[src/rtl/core/dcfa_pkg.sv]
package dcfa_pkg;

   localparam int VALUE_BITS = 32;
   localparam int ULEB_BITS  = (VALUE_BITS > 32) ? 32 : ((VALUE_BITS < 1) ? 1 : VALUE_BITS);
   localparam logic [31:0] ULEB_MASK = 32'((64'd1 << ULEB_BITS) - 64'd1);

   localparam logic [2:0] KIND_ADVANCE_LOC      = 3'd0;
   localparam logic [2:0] KIND_OFFSET           = 3'd1;
   localparam logic [2:0] KIND_RESTORE          = 3'd2;
   localparam logic [2:0] KIND_DEF_CFA          = 3'd3;
   localparam logic [2:0] KIND_DEF_CFA_REGISTER = 3'd4;
   localparam logic [2:0] KIND_DEF_CFA_OFFSET   = 3'd5;

   localparam logic [7:0] OP_ADVANCE_LOC1     = 8'h02;
   localparam logic [7:0] OP_ADVANCE_LOC2     = 8'h03;
   localparam logic [7:0] OP_ADVANCE_LOC4     = 8'h04;
   localparam logic [7:0] OP_DEF_CFA          = 8'h0C;
   localparam logic [7:0] OP_DEF_CFA_REGISTER = 8'h0D;
   localparam logic [7:0] OP_DEF_CFA_OFFSET   = 8'h0E;
   localparam logic [1:0] OP_HI_ADVANCE_LOC   = 2'b01;
   localparam logic [1:0] OP_HI_OFFSET        = 2'b10;
   localparam logic [1:0] OP_HI_RESTORE       = 2'b11;

   localparam logic [31:0] SHORT_DELTA_MAX = 32'h0000_003F;
   localparam logic [31:0] BYTE_DELTA_MAX  = 32'h0000_00FF;
   localparam logic [31:0] HALF_DELTA_MAX  = 32'h0000_FFFF;

   typedef struct packed {
      logic [2:0]         kind;
      logic [7:0]         register_number;
      logic signed [31:0] frame_offset;
      logic [31:0]        address_delta;
   } req_type;

   typedef struct packed {
      logic [7:0] out_byte;
      logic       last_byte;
      logic       bad_kind;
   } rsp_type;

endpackage

[src/rtl/core/dwarf_cfa_instruction_encoder.sv]
// Encodes one call-frame instruction per request word into its DWARF byte
// stream, one byte per response word, with last_byte set on the final byte.
// The block takes a request only while its sequencer is idle: after the
// accept it sends the opcode byte from ST_OPC and then each operand byte from
// ST_ARG, and the response side can stall any byte with rsp_stall. A shared
// 32-bit adder forms the scaled offset operand, and a shift register feeds
// out the ULEB128 or little-endian operand bytes. An advance of zero
// produces no response word; unsupported kinds produce a single word with
// bad_kind set and a zero byte.
module dwarf_cfa_instruction_encoder (
   input  logic             clock,
   input  logic             reset,
   input  logic             req_valid,
   output logic             req_stall,
   input  dcfa_pkg::req_type req_data,
   output logic             rsp_valid,
   input  logic             rsp_stall,
   output dcfa_pkg::rsp_type rsp_data
);

   typedef enum logic [2:0] {
      ST_IDLE = 3'b001,
      ST_OPC  = 3'b010,
      ST_ARG  = 3'b100
   } state_type;

   state_type          state_ff, state_in;
   logic [2:0]         kind_ff, kind_in;
   logic [7:0]         reg_ff, reg_in;
   logic [31:0]        off_ff, off_in;
   logic [31:0]        delta_ff, delta_in;
   logic [31:0]        adj_ff, adj_in;
   logic [31:0]        val_ff, val_in;
   logic [2:0]         cnt_ff, cnt_in;
   logic               le_ff, le_in;
   logic               more_ff, more_in;
   logic               rsp_valid_ff, rsp_valid_in;
   dcfa_pkg::rsp_type  rsp_ff, rsp_in;

   logic [31:0]        add_a;
   logic [31:0]        add_b;
   logic [31:0]        sum;
   logic [31:0]        rem;
   logic               slot_free;
   logic               emit;
   dcfa_pkg::rsp_type  emit_word;

   assign sum       = add_a + add_b;
   assign rem       = val_ff >> 7;
   assign slot_free = !rsp_valid_ff || !rsp_stall;
   assign req_stall = (state_ff != ST_IDLE);
   assign rsp_valid = rsp_valid_ff;
   assign rsp_data  = rsp_ff;

   always_comb begin
      add_a = req_data.frame_offset;
      add_b = req_data.frame_offset[31] ? 32'd3 : 32'd0;
      if (state_ff == ST_OPC) begin
         add_a = ~adj_ff;
         add_b = 32'd1;
      end
   end

   always_comb begin
      state_in  = state_ff;
      kind_in   = kind_ff;
      reg_in    = reg_ff;
      off_in    = off_ff;
      delta_in  = delta_ff;
      adj_in    = adj_ff;
      val_in    = val_ff;
      cnt_in    = cnt_ff;
      le_in     = le_ff;
      more_in   = more_ff;
      emit      = 1'b0;
      emit_word = '0;
      case (state_ff)
         ST_IDLE: begin
            if (req_valid) begin
               kind_in  = req_data.kind;
               reg_in   = req_data.register_number;
               off_in   = req_data.frame_offset;
               delta_in = req_data.address_delta;
               adj_in   = 32'($signed(sum) >>> 2);
               if (!(req_data.kind == dcfa_pkg::KIND_ADVANCE_LOC &&
                     req_data.address_delta == '0)) begin
                  state_in = ST_OPC;
               end
            end
         end
         ST_OPC: begin
            if (slot_free) begin
               emit     = 1'b1;
               le_in    = 1'b0;
               more_in  = 1'b0;
               cnt_in   = 3'd1;
               state_in = ST_ARG;
               case (kind_ff)
                  dcfa_pkg::KIND_ADVANCE_LOC: begin
                     le_in  = 1'b1;
                     val_in = delta_ff;
                     if (delta_ff <= dcfa_pkg::SHORT_DELTA_MAX) begin
                        emit_word.out_byte  = {dcfa_pkg::OP_HI_ADVANCE_LOC, delta_ff[5:0]};
                        emit_word.last_byte = 1'b1;
                        state_in            = ST_IDLE;
                     end else if (delta_ff <= dcfa_pkg::BYTE_DELTA_MAX) begin
                        emit_word.out_byte = dcfa_pkg::OP_ADVANCE_LOC1;
                     end else if (delta_ff <= dcfa_pkg::HALF_DELTA_MAX) begin
                        emit_word.out_byte = dcfa_pkg::OP_ADVANCE_LOC2;
                        cnt_in             = 3'd2;
                     end else begin
                        emit_word.out_byte = dcfa_pkg::OP_ADVANCE_LOC4;
                        cnt_in             = 3'd4;
                     end
                  end
                  dcfa_pkg::KIND_OFFSET: begin
                     emit_word.out_byte = {dcfa_pkg::OP_HI_OFFSET, 6'd0} + reg_ff;
                     val_in             = sum & dcfa_pkg::ULEB_MASK;
                  end
                  dcfa_pkg::KIND_RESTORE: begin
                     emit_word.out_byte  = {dcfa_pkg::OP_HI_RESTORE, 6'd0} + reg_ff;
                     emit_word.last_byte = 1'b1;
                     state_in            = ST_IDLE;
                  end
                  dcfa_pkg::KIND_DEF_CFA: begin
                     emit_word.out_byte = dcfa_pkg::OP_DEF_CFA;
                     val_in             = {24'd0, reg_ff} & dcfa_pkg::ULEB_MASK;
                     more_in            = 1'b1;
                  end
                  dcfa_pkg::KIND_DEF_CFA_REGISTER: begin
                     emit_word.out_byte = dcfa_pkg::OP_DEF_CFA_REGISTER;
                     val_in             = {24'd0, reg_ff} & dcfa_pkg::ULEB_MASK;
                  end
                  dcfa_pkg::KIND_DEF_CFA_OFFSET: begin
                     emit_word.out_byte = dcfa_pkg::OP_DEF_CFA_OFFSET;
                     val_in             = off_ff & dcfa_pkg::ULEB_MASK;
                  end
                  default: begin
                     emit_word.last_byte = 1'b1;
                     emit_word.bad_kind  = 1'b1;
                     state_in            = ST_IDLE;
                  end
               endcase
            end
         end
         ST_ARG: begin
            if (slot_free) begin
               emit = 1'b1;
               if (le_ff) begin
                  emit_word.out_byte = val_ff[7:0];
                  val_in             = val_ff >> 8;
                  cnt_in             = cnt_ff - 3'd1;
                  if (cnt_ff == 3'd1) begin
                     emit_word.last_byte = 1'b1;
                     state_in            = ST_IDLE;
                  end
               end else begin
                  emit_word.out_byte = {(rem != '0), val_ff[6:0]};
                  val_in             = rem;
                  if (rem == '0) begin
                     if (more_ff) begin
                        more_in = 1'b0;
                        val_in  = off_ff & dcfa_pkg::ULEB_MASK;
                     end else begin
                        emit_word.last_byte = 1'b1;
                        state_in            = ST_IDLE;
                     end
                  end
               end
            end
         end
         default: begin
            state_in = ST_IDLE;
         end
      endcase
   end

   always_comb begin
      rsp_valid_in = rsp_valid_ff;
      rsp_in       = rsp_ff;
      if (emit) begin
         rsp_valid_in = 1'b1;
         rsp_in       = emit_word;
      end else if (!rsp_stall) begin
         rsp_valid_in = 1'b0;
      end
   end

   always_ff @(posedge clock) begin
      if (reset) begin
         state_ff     <= ST_IDLE;
         rsp_valid_ff <= 1'b0;
      end else begin
         state_ff     <= state_in;
         rsp_valid_ff <= rsp_valid_in;
      end
   end

   always_ff @(posedge clock) begin
      kind_ff  <= kind_in;
      reg_ff   <= reg_in;
      off_ff   <= off_in;
      delta_ff <= delta_in;
      adj_ff   <= adj_in;
      val_ff   <= val_in;
      cnt_ff   <= cnt_in;
      le_ff    <= le_in;
      more_ff  <= more_in;
      rsp_ff   <= rsp_in;
   end

endmodule
[config.mk]
export PLATFORM = sky130hd
export DESIGN_NAME = dwarf_cfa_instruction_encoder
export DESIGN_NICKNAME = d
export VERILOG_FILES = /design/src/rtl/core/dcfa_pkg.sv /design/src/rtl/core/dwarf_cfa_instruction_encoder.sv
export SDC_FILE = /design/constraint.sdc
export NUM_CORES = 1
export LEC_CHECK = 0
export BUFFER_PORTS_ARGS = -buffer_cell sky130_fd_sc_hd__buf_4
export CELL_PAD_IN_SITES_DETAIL_PLACEMENT = 0
export CELL_PAD_IN_SITES_GLOBAL_PLACEMENT = 1
export CORE_UTILIZATION = 42
export CTS_CLUSTER_DIAMETER = 30
export DETAILED_ROUTE_END_ITERATION = 16
export PLACE_DENSITY_LB_ADDON = 0.15
export SETUP_SLACK_MARGIN = 0.1
export SYNTH_ARGS = -nofsm -noshare
export SYNTH_HDL_FRONTEND = slang
export SYNTH_SLANG_ARGS = --single-unit
[constraint.sdc]
create_clock -name clock -period 4.5 [get_ports clock]
set_clock_uncertainty 0.2 [all_clocks]
set_input_delay 0.675 -clock clock [delete_from_list [all_inputs] [get_ports clock]]
set_output_delay 0.675 -clock clock [all_outputs]
set_load 0.02 [all_outputs]
* Word level (Yosys, flattened, before mapping)
Cells that the tools add are included.
Operators by class: add/sub/neg operators 4, order comparisons 3, equality and inequality tests 22, mux-type cells 54, bitwise gates (word level) 1, reductions and logical operators 20
Operators with widths (count):
- $mux W32 | 6
- $pmux W32 S4 | 1
- $logic_not A32 Y1 | 2
- $pmux W32 S2 | 1
- $mux W3 | 17
- $pmux W8 S6 | 1
- $add A32 B2 Y32 | 1
- $le A32 B16 Y1 const B | 1
- $le A32 B6 Y1 const B | 1
- $le A32 B8 Y1 const B | 1
- $not A32 Y32 | 1
- $reduce_bool A32 Y1 | 1
- $mux W9 | 2
- $pmux W9 S2 | 1
- $add A8 B8 Y8 const A | 2
- $mux W8 | 2
- $mux W1 | 15
- $ne A2 B2 Y1 const B | 7
- $pmux W3 S2 | 2
- $mux W10 | 1
- $eq A3 B1 Y1 const B | 3
- $eq A3 B2 Y1 const B | 3
- $eq A3 B3 Y1 const B | 3
- $ne A3 B3 Y1 const B | 3
- other kinds (19) | 26
Storage, ports and cells: bits in registers 156, input port bits 79, output and inout port bits 12, logic and storage cells 118

* Logic depth before layout (Yosys ltp)
Gate-level depths: netlist (run 1).
word-level depth 7, mapped depth 16

* Worst setup path after synthesis (run 1)
OpenSTA, ideal clock, no wires.
kind register to register, start point reg state_ff[0], end point reg val_ff[30], data pin, arrival 3.721 ns, required time 4.039 ns, slack 0.318 ns, stages on the path, launching flop included 17, period minus slack after synthesis 4.182 ns, path through dfxtp_1 or3b_1 buf_2 clkbuf_1 clkbuf_1 buf_1 nand2_1 o21ai_0 ha_1 inv_1 fa_1 nor3_1 nand4b_1 a21oi_2 nand4_1 xor2_1 a221o_1
Between the ends: word-level cells in the longest chain between the ends 6, elaborated cells on any way between the ends 8
RTL lines:
- start, declared | line dwarf_cfa_instruction_encoder.sv:27 | state_type state_ff, state_in;
- start signal, assigned | line dwarf_cfa_instruction_encoder.sv:194 | state_ff <= state_in;
- $eq A3 B2 Y1 * | line dwarf_cfa_instruction_encoder.sv:58 | if (state_ff == ST_OPC) begin
- $mux W32 / $mux W2 (equally long branches) | line dwarf_cfa_instruction_encoder.sv:58
- $add A32 B2 Y32 * | line dwarf_cfa_instruction_encoder.sv:48 | assign sum = add_a + add_b;
- named net sum[30] | line dwarf_cfa_instruction_encoder.sv:42 | logic [31:0] sum;
- $pmux W32 S4 * | line dwarf_cfa_instruction_encoder.sv:98 | case (kind_ff)
- $mux W32 * | line dwarf_cfa_instruction_encoder.sv:92 | if (slot_free) begin
- $pmux W32 S2 * | line dwarf_cfa_instruction_encoder.sv:77 | case (state_ff)
- named net val_in[30] | line dwarf_cfa_instruction_encoder.sv:33 | logic [31:0] val_ff, val_in;
- end signal, assigned | line dwarf_cfa_instruction_encoder.sv:205 | val_ff <= val_in;
- end, declared | line dwarf_cfa_instruction_encoder.sv:33
The timed path passes the listed nets; every way through them passes the cells marked *. The select of a mux whose other input is x is not followed. A chain may end at the register's enable or synchronous reset.

* Worst setup path after layout (run 1)
start point reg state_ff[1], end point reg val_ff[20], data pin
Same word-level chain as after synthesis.

==> flow_metrics.tcl, run 1 <==
set metrics [dict create \
    run_status "finished, final reports clean" \
    grt_usage_pct 26.9 \
    dr.pass1.iters 6 \
    synthCells 783 \
    peakVddDrop_v 0.000288 \
    synthesis.nets 867 \
    cts_resized 0 \
    finalHoldViolations 0 \
    hpwl_mm 19.6 \
    postCtsSetupRepairBufs 0 \
    dieWidth_um 144 \
    diodes 0 \
    grt_pass1_vias 6853 \
    path_max_fanout 7 \
    antenna_found_initial 0 \
    syn-cell-area_um2 8440 \
    cts_hold_buffers 0 \
    drc_errors 0 \
    power_density_nw_per_um2 435 \
    grt_first_pass_wirelength_mm 40.2 \
    place.gp.congestion 0.913 \
    grt_max_degree 79 \
    wl_per_cell_um 23.6 \
    synth_cell_types 66 \
    syn_avg_cell_area_um2 10.8 \
    start_kind "flip-flop" \
    synth_edf_count 152 \
    final_layout_size_suffix_gt1_share_pct 17.6 \
    via_per_inst 6.22 \
    maxSlewHeadroom_pct 9.44 \
    synth_flop_cell "edfxtp_1" \
    die_area_um2 20700 \
    drv_slew 0 \
    final_nets 948 \
    vias 7099 \
    cts_tree "built" \
    final_common_cell "edfxtp_1" \
    routed_wl_mm 27.0 \
    root_buffer "clkbuf_16" \
    end_kind "flip-flop" \
    max_freq_ghz 0.254 \
    grt_overflow 0 \
    synth_seq_cells 156 \
    fp-row-count 51 \
    die_h_um 144 \
    maxCapViolCount 0 \
    drt-initial-drc-count 537 \
    htree_levels 4 \
    cp.arrival_ps 3920 \
    async_flop_share_pct 0 \
    ys_warn_count 0 \
    io_pins 91 \
    fin_area_um2 9980 \
    coreArea_um2 19600 \
    cts_buffer_depth 2 \
    worstMarginPinSlew_ps 1350 \
    numCtsBuffers 17 \
    leakage_nw 3.52 \
    drtAntennaViolNets 0 \
    layout_common_cells "edfxtp_1, buf_4, o21ai_0" \
    rsz0062_at_grt "no" \
    period_share_pct 87.4 \
    fin_util_pct 50.9 \
    fin_crit_ps 3930 \
    crit_required_ps 4490 \
    worst-setup-path-type "reg -> reg" \
    min_path_type "in -> reg" \
    portBuffers 90 \
    placed_area_um2 9420 \
    syn2layout_area_growth_pct 18.3 \
    path_clk_slew_ps 70 \
    synth-seq-area-share_pct 55.0 \
    finalSetupViolCount 0 \
    setup_tns_ps 0 \
    start_util_pct 43.1 \
    clkSinkCount 156 \
    clk_latency_ps 430 \
]
## through the flow
step                      cells  power (mW)  setup WS [ps]  hold WS, ps
after detailed placement   1110        2.95            572          346
after global placement     1110        2.93            658          348
after floorplan             783        2.58            318          296
final                      1142        4.35            566          213
after global routing       1142        4.49            311          203
after CTS                  1142        4.34            578          203
## area by class of cell
class                      instances  area (µm²)
tap                              265         332
clock buffer                      18         429
fill                            1787        9610
sequential                       156        4640
inverter                          17        63.8
clock inverter                    14         134
multi-input combinational        564        3570
timing repair buffer             108         811
## kinds of logic after synthesis
kind of cell,synth area share [%]
mux,2.13
buf+inv,2.92
fa+ha+maj,0.830
flops,55.0
simple gates,15.3
xor+xnor,3.94
compound gates,19.9
## synthesized netlist by cell type, types with 4 or more instances
cell type	n	area share, %
a21oi_1	42	2.5
inv_1	17	0.76
o221ai_1	4	0.42
a221o_1	6	0.71
and4_1	4	0.42
or4_1	6	0.53
o22ai_1	18	1.3
clkbuf_1	38	1.7
nand2_1	62	2.8
nor2_1	58	2.6
o211ai_1	11	0.98
buf_1	5	0.22
nor3_1	13	0.77
a21o_1	13	1.2
nand3_1	26	1.5
nand2b_1	5	0.37
ha_1	4	0.59
xor2_1	16	1.7
a22oi_1	23	2.0
and3_1	7	0.52
nand4_1	19	1.4
o31ai_1	6	0.53
a31oi_1	4	0.30
nor4_1	19	1.4
and2_1	4	0.30
a211o_1	12	1.2
mux2i_1	18	2.1
dfxtp_1	4	0.95
xnor2_1	22	2.3
o21ai_0	67	4.0
a211oi_1	18	1.6
edfxtp_1	152	54
nand4b_1	4	0.42
## report_power, final
group / internal (mW) / switching [mW] / leakage (nW)
Combinational: 0.313 / 0.538 / 1.79
Sequential: 1.89 / 0.191 / 1.46
Clock: 0.774 / 0.643 / 0.273
## final timing paths
path	from	endpoint	slack, ps	cells past startpoint
worst max register to register	state_ff[1]	val_ff[20]	570	12
worst max-delay path	state_ff[1]	val_ff[20]	570	12
worst min register to register	val_ff[2]	rsp_data[4]	360	1
worst min-delay path	req_data[68]	reg_ff[4]	210	1
## per-layer routing
metal	track usage [%]	vias to the layer above	share of wire (%)
met5	0	-	0
met4	10.7	0	3.0
met3	3.70	51	5.8
met2	45.7	323	49
met1	34.7	3496	42
li1	-	3229	-
## worst max-delay path, stage by stage (launching register included)
cell      delay (ps)
dfxtp_1          420
or3b_2           520
o21ai_0          180
ha_1             220
inv_1             60
fa_1             450
nor3_1           290
nand4b_1         250
a21oi_2          400
buf_4            230
nand3_1           90
xor2_1           200
a21o_1           170
## sequential cells by signal, summed over array words and instances (netlist names), 3 cells and up
name and count:
state_ff 3, delta_ff 32, val_ff 32, off_ff 32
adj_ff 30, reg_ff 8, kind_ff 3, rsp_data 10
cnt_ff 3
(Power assumes the default switching activity.)
==> run 2, diff against run 1 <==
Settings changed: ABC_AREA from default to 1, CORE_UTILIZATION 42 to 40.
==> run 2 against run 1 <==
Sequential power rose by 13%. Synthesized cell count up 47%. Largest cell class unchanged. Via count is 9.7% higher. Non-clock buffer count shrank 9. Sequential share of layout area decreased by 2.9 points. Critical path type unchanged. Sequential cell count stayed put. Critical path depth rose by 4. Clock-buffer cell count up 5.
==> flow_metrics.tcl, run 2 <==
set metrics [dict create \
    clkSinkCount 156 \
    switching_share_pct 36.8 \
    die_h_um 153 \
    leakage_nw 4.74 \
    maxCapViolCount 0 \
    power_frac_clock_pct 25.7 \
    fp-row-count 54 \
    synth_seq_cells 156 \
    final_layout_size_suffix_gt1_share_pct 14.8 \
    fin_crit_ps 3360 \
    synth_cell_types 38 \
    drtAntennaViolNets 0 \
    cts_tree "built" \
    diodes 0 \
    vias 7785 \
    layout_common_cells "nand2_1, inv_1, edfxtp_1" \
    dieWidth_um 153 \
    grt_overflow 0 \
    synthesis.nets 1235 \
    worst-setup-path-type "reg -> reg" \
    antenna_found_initial 0 \
    finalHoldViolations 0 \
    largest_registers "delta_ff (32), off_ff (32), val_ff (32)" \
    rsz0062_at_grt "no" \
    maxSlewHeadroom_pct 35.8 \
    synthCells 1151 \
    postCtsSetupRepairBufs 0 \
    start_kind "flip-flop" \
    drc_errors 0 \
    cts_buffer_depth 2 \
    synth_flop_cell "edfxtp_1" \
    drt-initial-drc-count 719 \
    synth.most_common_cell "nand2_1" \
    cts_resized 0 \
    grt_max_degree 106 \
    hpwl_mm 21.1 \
    ys_top_cells_by_area "edfxtp_1, nand2_1, inv_1" \
    final_common_cell "nand2_1" \
    peakVddDrop_v 0.000253 \
    period_share_pct 74.6 \
    dr.pass1.iters 5 \
    cp.arrival_ps 3330 \
    cts_hold_buffers 0 \
    finalSetupViolCount 0 \
    via_per_inst 5.10 \
    placed_area_um2 10100 \
    portBuffers 90 \
    comb_power_share_pct 31.1 \
    grt_usage_pct 24.6 \
    intPower_mw 3.44 \
    synth_edf_count 152 \
    coreArea_um2 22100 \
    syn_avg_cell_area_um2 7.93 \
    min_path_type "in -> reg" \
    max_freq_ghz 0.298 \
    synth-seq-area-share_pct 50.9 \
    end_kind "flip-flop" \
    async_flop_share_pct 0 \
    clk_latency_ps 430 \
    drv_slew 0 \
    yosysTopAreaCell "edfxtp_1" \
    switchingPower_mw 2.01 \
    power_density_nw_per_um2 512 \
    grt_first_pass_wirelength_mm 42.9 \
    fin_area_um2 10600 \
    wl_per_cell_um 18.3 \
    grt_pass1_vias 7316 \
    power_frac_seq_pct 43.2 \
    crit_required_ps 4480 \
    synth.top_cell.area_share_pct 50.0 \
    path_clk_slew_ps 60 \
    final_nets 1319 \
    yosys-top-cells-count "nand2_1, inv_1, edfxtp_1" \
    die_area_um2 23400 \
    htree_levels 4 \
    setup_tns_ps 0 \
    root_buffer "clkbuf_16" \
    numCtsBuffers 17 \
    place.gp.congestion 0.885 \
    nFillCells 2225 \
    routed_wl_mm 27.9 \
    path_max_fanout 28 \
    run_status "finished, final reports clean" \
    io_pins 91 \
    ys_warn_count 0 \
    start_util_pct 41.3 \
    syn-cell-area_um2 9120 \
    worstMarginPinSlew_ps 961 \
    syn2layout_area_growth_pct 16.7 \
]
==> run 2: worst paths after layout <==
check,endpoint,startpoint,depth (start not counted),slack (ps)
worst max-delay path,val_ff[14],state_ff[0],16,1140
worst min-delay path,reg_ff[5],req_data[69],1,220
worst max register to register,val_ff[14],state_ff[0],16,1140
worst min register to register,rsp_data[2],val_ff[0],2,340
==> run 2: metrics by stage <==
step / hold slack, ps / setup WS (ps) / util, % / instances / power, mW
global route: 201 / 892 / 48.2 / 1527 / 5.75
floorplan: 294 / 221 / - / 1151 / 3.45
detailed placement: 333 / 1160 / 45.6 / 1496 / 4.06
global placement: 332 / 1240 / 45.6 / 1496 / 4.06
finish: 219 / 1140 / 48.2 / 1527 / 5.45
CTS: 202 / 1150 / 48.2 / 1527 / 5.47
==> run 2: power by group through the flow <==
stage | clock network [mW] | registers [mW] | logic, mW
final | 1.40 | 2.35 | 1.69
after global routing | 1.47 | 2.39 | 1.89
after CTS | 1.42 | 2.35 | 1.69
after detailed placement | 0 | 2.37 | 1.69
after global placement | 0 | 2.37 | 1.69
after floorplan | 0 | 2.33 | 1.12
==> run 2: logic make-up after synthesis <==
group	Yosys count	synth area share (%)
adders and majority gates	5	0.768
xor gates and xnor gates	7	0.754
AOI/OAI and AO/OA	120	7.13
and+or+nand+nor	658	31.5
DFF	156	50.9
buffers and inverters	205	8.93
==> run 2: final cells by class <==
| type | count | area [µm²] | share of cell area, % |
|---|---|---|---|
| inverter | 171 | 642 | 6.03 |
| timing repair buffer | 99 | 756 | 7.10 |
| clock inverter | 8 | 83.8 | 0.787 |
| tap | 280 | 350 | 3.29 |
| sequential | 156 | 4640 | 43.6 |
| multi-input combinational | 790 | 3690 | 34.7 |
| clock buffer | 23 | 478 | 4.49 |
==> run 2: metal layers <==
metal	vias up	GRT usage [%]	part of all wire (%)	wire [µm]
met1	3613	38.0	50	14000
met3	23	4.17	6.4	1780
met4	0	6.93	1.6	447
met5	-	0	0	0
li1	3900	-	-	-
met2	249	34.8	42	11700
==> run 2: worst max-delay path, cell delays in order (launching register included) <==
cell     delay (ps)
dfxtp_1         430
inv_2            80
nand3_2          90
buf_4           280
nand2_1          70
o21ai_0         100
ha_1            210
inv_1            60
fa_1            400
nor2_2          200
nand3_2         200
nor2_2          270
nand2_1          90
nand3_1         150
nand3_1         130
nand2_1          90
nand2_1          60
